### src/rtl/mexp_pkg.sv
// Shared types and constants for the modular exponentiation block.
package mexp_pkg;

   localparam int DATA_W  = 32;
   localparam int INDEX_W = 2;

   localparam logic [INDEX_W-1:0] CSR_MODULUS  = 2'd0;
   localparam logic [INDEX_W-1:0] CSR_EXPONENT = 2'd1;

   // controller to datapath
   typedef struct packed {
      logic load;          // capture message and operands
      logic exp_shift;     // move to the next exponent bit
      logic mul_start;     // clear product, load operands
      logic mul_sel_base;  // multiplier is base (else running value)
      logic mul_step;      // one bit of the shift-and-add multiply
      logic mul_done;      // running value takes the product
      logic finish;        // load output register
   } cmd_type;

   // datapath to controller
   typedef struct packed {
      logic reject;
      logic exp_zero;
      logic exp_msb;
   } sts_type;

endpackage

### src/rtl/mexp_req_if.sv
// Request channel: one message word per item.
interface mexp_req_if import mexp_pkg::*; ();
   logic              valid;
   logic              ready;
   logic [DATA_W-1:0] message;

   modport source (output valid, output message, input ready);
   modport sink (input valid, input message, output ready);
endinterface

### src/rtl/mexp_rsp_if.sv
// Response channel: result word and ok flag per item.
interface mexp_rsp_if import mexp_pkg::*; ();
   logic              valid;
   logic              ready;
   logic [DATA_W-1:0] result;
   logic              ok;

   modport source (output valid, output result, output ok, input ready);
   modport sink (input valid, input result, input ok, output ready);
endinterface

### src/rtl/mexp_dp.sv
// Datapath: config registers, exponent shifter, bit-serial modular multiplier.
module mexp_dp import mexp_pkg::*; #(
   parameter int WIDTH = 32
) (
   input  logic               clock,
   input  logic               reset,
   input  logic               csr_we,
   input  logic [INDEX_W-1:0] csr_index,
   input  logic [DATA_W-1:0]  csr_wdata,
   input  logic [DATA_W-1:0]  message,
   input  cmd_type            cmd,
   output sts_type            sts,
   output logic [DATA_W-1:0]  result,
   output logic               ok
);

   logic [WIDTH-1:0] mod_cfg_ff, exp_cfg_ff;
   logic [WIDTH-1:0] mod_ff, base_ff, acc_ff, exp_ff;
   logic [WIDTH-1:0] pacc_ff, pa_ff, pb_ff;
   logic             reject_ff, ezero_ff;
   logic [DATA_W-1:0] result_ff;
   logic             ok_ff;

   logic [WIDTH-1:0] msg_op;
   logic [WIDTH:0]   dbl, sum, mod_x;
   logic [WIDTH-1:0] dbl_red, pacc_in, fin_val;

   assign msg_op = WIDTH'(message);
   assign mod_x  = {1'b0, mod_ff};

   // one multiplier bit: acc = 2*acc mod m, then + a mod m when the bit is set
   always_comb begin
      dbl     = {pacc_ff, 1'b0};
      dbl_red = (dbl >= mod_x) ? WIDTH'(dbl - mod_x) : WIDTH'(dbl);
      sum     = {1'b0, dbl_red} + {1'b0, pa_ff};
      if (pb_ff[WIDTH-1]) begin
         pacc_in = (sum >= mod_x) ? WIDTH'(sum - mod_x) : WIDTH'(sum);
      end else begin
         pacc_in = dbl_red;
      end
   end

   always_comb begin
      if (reject_ff) begin
         fin_val = '0;
      end else if (ezero_ff) begin
         fin_val = (mod_ff == WIDTH'(1)) ? '0 : WIDTH'(1);
      end else begin
         fin_val = acc_ff;
      end
   end

   always_ff @(posedge clock) begin
      if (reset) begin
         mod_cfg_ff <= WIDTH'(2);
         exp_cfg_ff <= WIDTH'(1);
      end else if (csr_we) begin
         if (csr_index == CSR_MODULUS) begin
            mod_cfg_ff <= WIDTH'(csr_wdata);
         end else if (csr_index == CSR_EXPONENT) begin
            exp_cfg_ff <= WIDTH'(csr_wdata);
         end
      end
   end

   always_ff @(posedge clock) begin
      if (cmd.load) begin
         mod_ff    <= mod_cfg_ff;
         exp_ff    <= exp_cfg_ff;
         reject_ff <= (mod_cfg_ff == '0) || (msg_op > mod_cfg_ff);
         ezero_ff  <= (exp_cfg_ff == '0);
         // a message above the modulus is rejected, so the reduction is one compare
         base_ff   <= (msg_op == mod_cfg_ff) ? '0 : msg_op;
         acc_ff    <= (msg_op == mod_cfg_ff) ? '0 : msg_op;
      end else begin
         if (cmd.exp_shift) begin
            exp_ff <= {exp_ff[WIDTH-2:0], 1'b0};
         end
         if (cmd.mul_done) begin
            acc_ff <= pacc_ff;
         end
      end
      if (cmd.mul_start) begin
         pacc_ff <= '0;
         pa_ff   <= acc_ff;
         pb_ff   <= cmd.mul_sel_base ? base_ff : acc_ff;
      end else if (cmd.mul_step) begin
         pacc_ff <= pacc_in;
         pb_ff   <= {pb_ff[WIDTH-2:0], 1'b0};
      end
      if (cmd.finish) begin
         result_ff <= DATA_W'(fin_val);
         ok_ff     <= !reject_ff;
      end
   end

   assign sts.reject   = reject_ff;
   assign sts.exp_zero = ezero_ff;
   assign sts.exp_msb  = exp_ff[WIDTH-1];
   assign result       = result_ff;
   assign ok           = ok_ff;

endmodule

### src/rtl/mexp_ctrl.sv
// Controller: sequences exponent bits and multiplies, owns the output valid.
module mexp_ctrl import mexp_pkg::*; #(
   parameter int WIDTH = 32
) (
   input  logic    clock,
   input  logic    reset,
   input  logic    req_valid,
   output logic    req_ready,
   output logic    rsp_valid,
   input  logic    rsp_ready,
   input  sts_type sts,
   output cmd_type cmd
);

   localparam int CW = $clog2(WIDTH + 1);

   typedef enum logic [7:0] {
      ST_IDLE  = 8'b0000_0001,
      ST_CHECK = 8'b0000_0010,
      ST_SCAN  = 8'b0000_0100,
      ST_SQ    = 8'b0000_1000,
      ST_BM    = 8'b0001_0000,
      ST_MUL   = 8'b0010_0000,
      ST_MDONE = 8'b0100_0000,
      ST_FIN   = 8'b1000_0000
   } state_type;

   state_type     state_ff, state_in;
   logic [CW-1:0] ecnt_ff, ecnt_in;   // exponent bits left, current one included
   logic [CW-1:0] mcnt_ff, mcnt_in;
   logic          sq_ff, sq_in;
   logic          out_valid_ff, out_valid_in;

   always_comb begin
      state_in     = state_ff;
      ecnt_in      = ecnt_ff;
      mcnt_in      = mcnt_ff;
      sq_in        = sq_ff;
      out_valid_in = out_valid_ff && !rsp_ready;
      cmd          = '0;
      unique case (state_ff)
         ST_IDLE: begin
            if (req_valid) begin
               cmd.load = 1'b1;
               state_in = ST_CHECK;
            end
         end
         ST_CHECK: begin
            if (sts.reject || sts.exp_zero) begin
               state_in = ST_FIN;
            end else begin
               ecnt_in  = CW'(WIDTH);
               state_in = ST_SCAN;
            end
         end
         ST_SCAN: begin
            // drop leading zeros and the top set bit itself
            cmd.exp_shift = 1'b1;
            ecnt_in       = ecnt_ff - CW'(1);
            if (sts.exp_msb) begin
               state_in = (ecnt_ff == CW'(1)) ? ST_FIN : ST_SQ;
            end
         end
         ST_SQ: begin
            cmd.mul_start = 1'b1;
            mcnt_in       = CW'(WIDTH);
            sq_in         = 1'b1;
            state_in      = ST_MUL;
         end
         ST_BM: begin
            cmd.mul_start    = 1'b1;
            cmd.mul_sel_base = 1'b1;
            mcnt_in          = CW'(WIDTH);
            sq_in            = 1'b0;
            state_in         = ST_MUL;
         end
         ST_MUL: begin
            cmd.mul_step = 1'b1;
            mcnt_in      = mcnt_ff - CW'(1);
            if (mcnt_ff == CW'(1)) begin
               state_in = ST_MDONE;
            end
         end
         ST_MDONE: begin
            cmd.mul_done = 1'b1;
            if (sq_ff && sts.exp_msb) begin
               state_in = ST_BM;
            end else begin
               cmd.exp_shift = 1'b1;
               ecnt_in       = ecnt_ff - CW'(1);
               state_in      = (ecnt_ff == CW'(1)) ? ST_FIN : ST_SQ;
            end
         end
         ST_FIN: begin
            if (!out_valid_ff || rsp_ready) begin
               cmd.finish   = 1'b1;
               out_valid_in = 1'b1;
               state_in     = ST_IDLE;
            end
         end
         default: begin
            state_in = ST_IDLE;
         end
      endcase
   end

   always_ff @(posedge clock) begin
      if (reset) begin
         state_ff     <= ST_IDLE;
         out_valid_ff <= 1'b0;
         ecnt_ff      <= '0;
         mcnt_ff      <= '0;
         sq_ff        <= 1'b0;
      end else begin
         state_ff     <= state_in;
         out_valid_ff <= out_valid_in;
         ecnt_ff      <= ecnt_in;
         mcnt_ff      <= mcnt_in;
         sq_ff        <= sq_in;
      end
   end

   assign req_ready = (state_ff == ST_IDLE);
   assign rsp_valid = out_valid_ff;

endmodule

### src/rtl/modular_exponentiation.sv
// Top level: message^exponent mod modulus by left-to-right square-and-multiply.
//
//   channel  direction  handshake          payload
//   req_ch   in         valid/ready        message[31:0]
//   rsp_ch   out        valid/ready        result[31:0], ok
//   csr      in         csr_we (no wait)   csr_index[1:0], csr_wdata[31:0]
//
// Each multiply is bit-serial: a setup step, a step per multiplier bit, then a writeback.
// Rejected messages and exponent zero go from the check straight to the finish step.
// A new item is taken while a result waits in the output register; the finished
// result of that next item stalls until the output register frees.
// Reset is synchronous; modulus resets to 2 and exponent to 1.
module modular_exponentiation import mexp_pkg::*; #(
   parameter int WIDTH = 32
) (
   input  logic               clock,
   input  logic               reset,
   mexp_req_if.sink           req_ch,
   mexp_rsp_if.source         rsp_ch,
   input  logic               csr_we,
   input  logic [INDEX_W-1:0] csr_index,
   input  logic [DATA_W-1:0]  csr_wdata
);

   cmd_type cmd;
   sts_type sts;

   mexp_ctrl #(.WIDTH(WIDTH)) u_ctrl (
      .clock     (clock),
      .reset     (reset),
      .req_valid (req_ch.valid),
      .req_ready (req_ch.ready),
      .rsp_valid (rsp_ch.valid),
      .rsp_ready (rsp_ch.ready),
      .sts       (sts),
      .cmd       (cmd)
   );

   mexp_dp #(.WIDTH(WIDTH)) u_dp (
      .clock     (clock),
      .reset     (reset),
      .csr_we    (csr_we),
      .csr_index (csr_index),
      .csr_wdata (csr_wdata),
      .message   (req_ch.message),
      .cmd       (cmd),
      .sts       (sts),
      .result    (rsp_ch.result),
      .ok        (rsp_ch.ok)
   );

   // a rejected item always carries a zero result
   a_reject_zero: assert property (@(posedge clock) disable iff (reset)
      rsp_ch.valid && !rsp_ch.ok |-> rsp_ch.result == '0)
      else $error("rejected item with nonzero result");

   // the output register is never overwritten while it holds an untaken item
   a_no_overwrite: assert property (@(posedge clock) disable iff (reset)
      cmd.finish |-> !rsp_ch.valid || rsp_ch.ready)
      else $error("result overwritten");

   // no new item is taken while the multiplier is busy
   a_idle_ready: assert property (@(posedge clock) disable iff (reset)
      req_ch.ready |-> !cmd.mul_step && !cmd.mul_start)
      else $error("ready while busy");

   a_one_cmd: assert property (@(posedge clock) disable iff (reset)
      $onehot0({cmd.load, cmd.mul_start, cmd.mul_step, cmd.finish}))
      else $error("conflicting datapath commands");

   // a finished item becomes visible on the next cycle
   a_finish_valid: assert property (@(posedge clock) disable iff (reset)
      cmd.finish |=> rsp_ch.valid)
      else $error("finished item not presented");

endmodule
### src/flat_wrapper.sv
// flat-port wrapper written by rule: the top's interface ports become plain ports
module modular_exponentiation_flat import mexp_pkg::*;
#(
   parameter int WIDTH = 32
)
  (clock, reset, csr_we, csr_index, csr_wdata, req_ch_valid, req_ch_message, req_ch_ready, rsp_ch_valid, rsp_ch_result, rsp_ch_ok, rsp_ch_ready);
  mexp_req_if req_ch_i ();
  mexp_rsp_if rsp_ch_i ();
  input  logic clock;
  input  logic reset;
  input  logic csr_we;
  input  logic [INDEX_W-1:0] csr_index;
  input  logic [DATA_W-1:0] csr_wdata;
  input wire logic [$bits(req_ch_i.valid)-1:0] req_ch_valid;
  input wire logic [$bits(req_ch_i.message)-1:0] req_ch_message;
  output wire logic [$bits(req_ch_i.ready)-1:0] req_ch_ready;
  output wire logic [$bits(rsp_ch_i.valid)-1:0] rsp_ch_valid;
  output wire logic [$bits(rsp_ch_i.result)-1:0] rsp_ch_result;
  output wire logic [$bits(rsp_ch_i.ok)-1:0] rsp_ch_ok;
  input wire logic [$bits(rsp_ch_i.ready)-1:0] rsp_ch_ready;
  assign req_ch_i.valid = req_ch_valid;
  assign req_ch_i.message = req_ch_message;
  assign req_ch_ready = req_ch_i.ready;
  assign rsp_ch_valid = rsp_ch_i.valid;
  assign rsp_ch_result = rsp_ch_i.result;
  assign rsp_ch_ok = rsp_ch_i.ok;
  assign rsp_ch_i.ready = rsp_ch_ready;
  modular_exponentiation #(.WIDTH(WIDTH)) u_core (.clock(clock), .reset(reset), .req_ch(req_ch_i), .rsp_ch(rsp_ch_i), .csr_we(csr_we), .csr_index(csr_index), .csr_wdata(csr_wdata));
endmodule
### config.mk
export PLATFORM = sky130hd
export DESIGN_NAME = modular_exponentiation_flat
export DESIGN_NICKNAME = d
export VERILOG_FILES = /design/src/rtl/mexp_pkg.sv /design/src/rtl/mexp_req_if.sv /design/src/rtl/mexp_rsp_if.sv /design/src/rtl/mexp_dp.sv /design/src/rtl/mexp_ctrl.sv /design/src/rtl/modular_exponentiation.sv /design/src/flat_wrapper.sv
export SDC_FILE = /design/constraint.sdc
export NUM_CORES = 1
export LEC_CHECK = 0
export BUFFER_PORTS_ARGS = -buffer_cell sky130_fd_sc_hd__buf_4
export CAP_MARGIN = 20
export CELL_PAD_IN_SITES_DETAIL_PLACEMENT = 0
export CELL_PAD_IN_SITES_GLOBAL_PLACEMENT = 1
export CORE_ASPECT_RATIO = 1.5
export CORE_MARGIN = 2
export CORE_UTILIZATION = 35
export DETAILED_ROUTE_END_ITERATION = 16
export GPL_ROUTABILITY_DRIVEN = 0
export PLACE_DENSITY = 0.73
export SETUP_SLACK_MARGIN = 0.1
export SLEW_MARGIN = 10
export SYNTH_ARGS = -nofsm -noshare
export SYNTH_HDL_FRONTEND = slang
export SYNTH_HIERARCHICAL = 1
export SYNTH_SLANG_ARGS = --single-unit
export TNS_END_PERCENT = 100
### constraint.sdc
create_clock -name clock -period 7.7 [get_ports clock]
set_clock_uncertainty 0.05 [all_clocks]
set_input_delay 1.54 -clock clock [delete_from_list [all_inputs] [get_ports clock]]
set_output_delay 1.54 -clock clock [all_outputs]
set_load 0.02 [all_outputs]
==> flow_metrics.env <==
export IMPL_dp_cells=3034
export IMPL_synth_top_area_share_pct=33.74
export IMPL_synth_area_leaders="edfxtp_1 (34%), dfxtp_1 (12%), ha_1 (8.2%)"
export IMPL_status="finished clean"
export IMPL_root_buffer="clkbuf_16"
export IMPL_grt_pass1_wl_mm=103.5
export IMPL_start_util_pct=35.51
export IMPL_multi_input_area_sq_um=10710
export IMPL_fp_coreArea_sq_um=56900
export IMPL_die_x_um=200.2
export IMPL_regArea_sq_um=9179
export IMPL_setup_violations=0
export IMPL_cpPeakStageDelay_ns=0.47
export IMPL_critPathArrivalTime_ns=7.88
export IMPL_grt_overflow=0
export IMPL_postPlaceCellArea_sq_um=22950
export IMPL_min_to="u_core/u_dp/exp_cfg_ff[8]$_SDFFE_PP0P_"
export IMPL_worst_setup_path_type="register to register"
export IMPL_port_buffers=105
export IMPL_die_area_sq_um=59700
export IMPL_clk_latency_ns=0.56
export IMPL_worst_r2r_cell_count=30
export IMPL_wirelength_mm=68.98
export IMPL_reg2reg_from="u_core/u_dp/mod_ff[13]$_DFFE_PP_"
export IMPL_instances_no_fill=3122
export IMPL_vdd_drop_max_mv=0.1627
export IMPL_antenna_found_initial=1
export IMPL_critPathMaxFanout=7
export IMPL_syn_area_sq_um=20200
export IMPL_final_area_sq_um=24960
export IMPL_yosysSeqAreaShare_pct=45.44
export IMPL_postRouteAntennaNets=0
export IMPL_syn2layout_area_growth_pct=23.55
export IMPL_slew_headroom_pct=26.97
export IMPL_power_uw=7088
export IMPL_r2r_end="u_core/u_dp/pacc_ff[28]$_SDFFE_PP0P_"
export IMPL_ys_types=81
export IMPL_ys_ff_latch=345
export IMPL_fmax_mhz=133.6
export IMPL_io_pins=106
export IMPL_die_h_um=298.2
export IMPL_diodes=0
export IMPL_cp_required_ns=8.09
export IMPL_layout_drive_gt1_share_pct=22.38
export IMPL_drtPass1Iterations=6
export IMPL_finalNetCount=2536
export IMPL_worst_slew_pin_slew_ns=1.090
export IMPL_syn_area_per_cell_sq_um=9.685
export IMPL_leakagePower_uw=0.009629
export IMPL_cts_tree="yes"
export IMPL_finalSetupTns_ns=0
export IMPL_ctsHoldBuffers=0
export IMPL_min_period_over_period_pct=97.20
export IMPL_grt_pass1_vias=17500
export IMPL_num_rows=107
export IMPL_place_hpwl_mm=53.28
export IMPL_drt_initial_drc_count=1207
export IMPL_synthCells=2086
export IMPL_pwr_density_cell_nw_per_um2=284.0
export IMPL_hold_viol_final=0
export IMPL_via_per_inst=5.516
export IMPL_grt_use_total_pct=22.47
export IMPL_post_synth_top_count_cell="nand2_1"
export IMPL_path_common_cell="a21oi_2"
export IMPL_cts_buffers=37
export IMPL_clockBufferDepth=3
export IMPL_synth_common_cells="nand2_1 (232), edfxtp_1 (227), a21oi_1 (218)"
export IMPL_grt_max_degree=123
export IMPL_r2r_setup_slack_ns=0.22
export IMPL_cpMaxStageDelayCell="o41a_1"
export IMPL_fin_util_pct=43.87
export IMPL_end_kind="register"
export IMPL_drc=0
export IMPL_grt_setup_unrepaired="yes"
export IMPL_synth_edf_count=227
export IMPL_routedWlPerCell_um=22.09
export IMPL_yosys_warnings=6
export IMPL_clock_sinks=345
export IMPL_async_flop_share_pct=0
export IMPL_synth_nets=2292
export IMPL_num_vias=17220
export IMPL_synth_area_leader_cell="edfxtp_1"
export IMPL_slew_viol_final=0
export IMPL_hold_depth=2
export IMPL_fillCellCount=5497
export IMPL_hp_start="u_core/u_dp/exp_cfg_ff[8]$_SDFFE_PP0P_"
export IMPL_path_clk_slew_ns=0.06
export IMPL_ys_flop_type="edfxtp_1"
export IMPL_cap_viol_max_count=0
export IMPL_critPathLaunchType="register"
export IMPL_holdCritPathClass="register to register"
export IMPL_cts_htree_levels=2
export IMPL_final_min_clock_period_ns=7.484
[final cells by class]
type                       instances  share of cell area (%)
clock buffer                      47                   4.025
clock inverter                    21                  0.9775
inverter                         134                   2.035
multi-input combinational       1509                   42.90
sequential                       345                   36.77
tap                              763                   3.825
timing repair buffer             303                   9.459
[power breakdown]
| group | total [uW] | switching [uW] | internal, uW |
|---|---|---|---|
| Combinational | 2980 | 1650 | 1320 |
| Sequential | 2250 | 96.4 | 2160 |
| Clock | 1860 | 785 | 1070 |
| Total | 7090 | 2540 | 4550 |
[placed cells by master, fill, tap and decap left out, types with 9 or more instances in the layout]
cell,count
a211oi_1,26
a21o_1,38
a21oi_1,206
a21oi_2,12
a31oi_1,10
and2_1,68
buf_4,289
buf_6,9
clkbuf_16,38
dfxtp_1,118
edfxtp_1,227
ha_1,121
ha_4,9
inv_1,129
mux2_2,44
mux2i_1,50
nand2_1,225
nand2b_1,13
nand3_1,25
nand4_1,34
nor2_1,116
nor2b_1,14
nor3_1,27
nor4_1,25
o21a_1,17
o21ai_0,102
o21ai_1,11
o21bai_1,12
o31ai_1,9
o32ai_1,21
or3_1,12
xnor2_1,49
xor2_1,36
[state kept, by name, indices dropped and copies added (netlist names)]
signal and flops:
u_core/u_dp/ok 1, u_core/u_dp/exp_ff 32, u_core/u_ctrl/rsp_valid 1, u_core/u_ctrl/state_ff 8, u_core/u_dp/pb_ff 32, u_core/u_dp/mod_ff 32
u_core/u_dp/acc_ff 32, u_core/u_ctrl/ecnt_ff 6, u_core/u_dp/reject_ff 1, u_core/u_ctrl/sq_ff 1, u_core/u_dp/pacc_ff 32, u_core/u_dp/exp_cfg_ff 32
u_core/u_dp/ezero_ff 1, u_core/u_ctrl/mcnt_ff 6, u_core/u_dp/base_ff 32, u_core/u_dp/result 32, u_core/u_dp/pa_ff 32, u_core/u_dp/mod_cfg_ff 32
[critical path: cells and delay by family (launching register included)]
kind                       cells  cell delay [ns]
AOI/OAI and AO/OA             15             3.62
and+or+nand+nor                5             1.01
adders and majority gates      3             0.81
muxes                          2             0.62
buffers and inverters          4             0.59
DFF                            1             0.42
xor gates and xnor gates       1             0.26
[repair_timing]
item	4_1_cts	5_1_grt
pin swaps	9	43
cloned	0	0
endpoints found under the hold margin	0	0
resized for setup	19	111
endpoints found under the setup margin	32	32
buffers inserted	2	17
[worst max path at each step]
stage,end,depth (start not counted),slack [ns],start
2_1_floorplan,u_core/u_dp/pacc_ff[29]$_SDFFE_PP0P_,30,0.75,u_core/u_dp/mod_ff[14]$_DFFE_PP_
3_3_place_gp,u_core/u_dp/pacc_ff[26]$_SDFFE_PP0P_,33,-0.14,u_core/u_dp/mod_ff[11]$_DFFE_PP_
3_5_place_dp,u_core/u_dp/pacc_ff[26]$_SDFFE_PP0P_,32,-0.22,u_core/u_dp/mod_ff[11]$_DFFE_PP_
4_1_cts,u_core/u_dp/pacc_ff[28]$_SDFFE_PP0P_,33,0.12,u_core/u_dp/mod_ff[15]$_DFFE_PP_
5_1_grt,u_core/u_dp/pacc_ff[27]$_SDFFE_PP0P_,32,0.007,u_core/u_dp/mod_ff[13]$_DFFE_PP_
6_report,u_core/u_dp/pacc_ff[28]$_SDFFE_PP0P_,30,0.22,u_core/u_dp/mod_ff[13]$_DFFE_PP_
[through the flow]
step                hold slack, ns  setup slack, ns
floorplan                   0.3815           0.7454
global placement            0.4035          -0.1361
detailed placement          0.4120          -0.2161
CTS                         0.4212           0.1222
global route                0.4386         0.007253
finish                      0.4210           0.2159
[layer usage]
layer,routed length [um],GRT usage [%]
met1,25270,24.35
met5,18,0
met4,4753,12.99
met2,35580,41.72
met3,3357,2.877
[kinds of logic (layout without fill, tap and decap cells)]
family	Yosys count	in the layout	synth area share, %
adders and majority gates	135	135	8.473
AOI/OAI and AO/OA	557	557	17.20
and+or+nand+nor	622	622	14.98
buffers and inverters	232	505	4.534
DFF	345	345	45.44
xor gates and xnor gates	92	92	3.989
muxes	103	103	5.395
No activity file was read; power rests on OpenSTA's default activity.
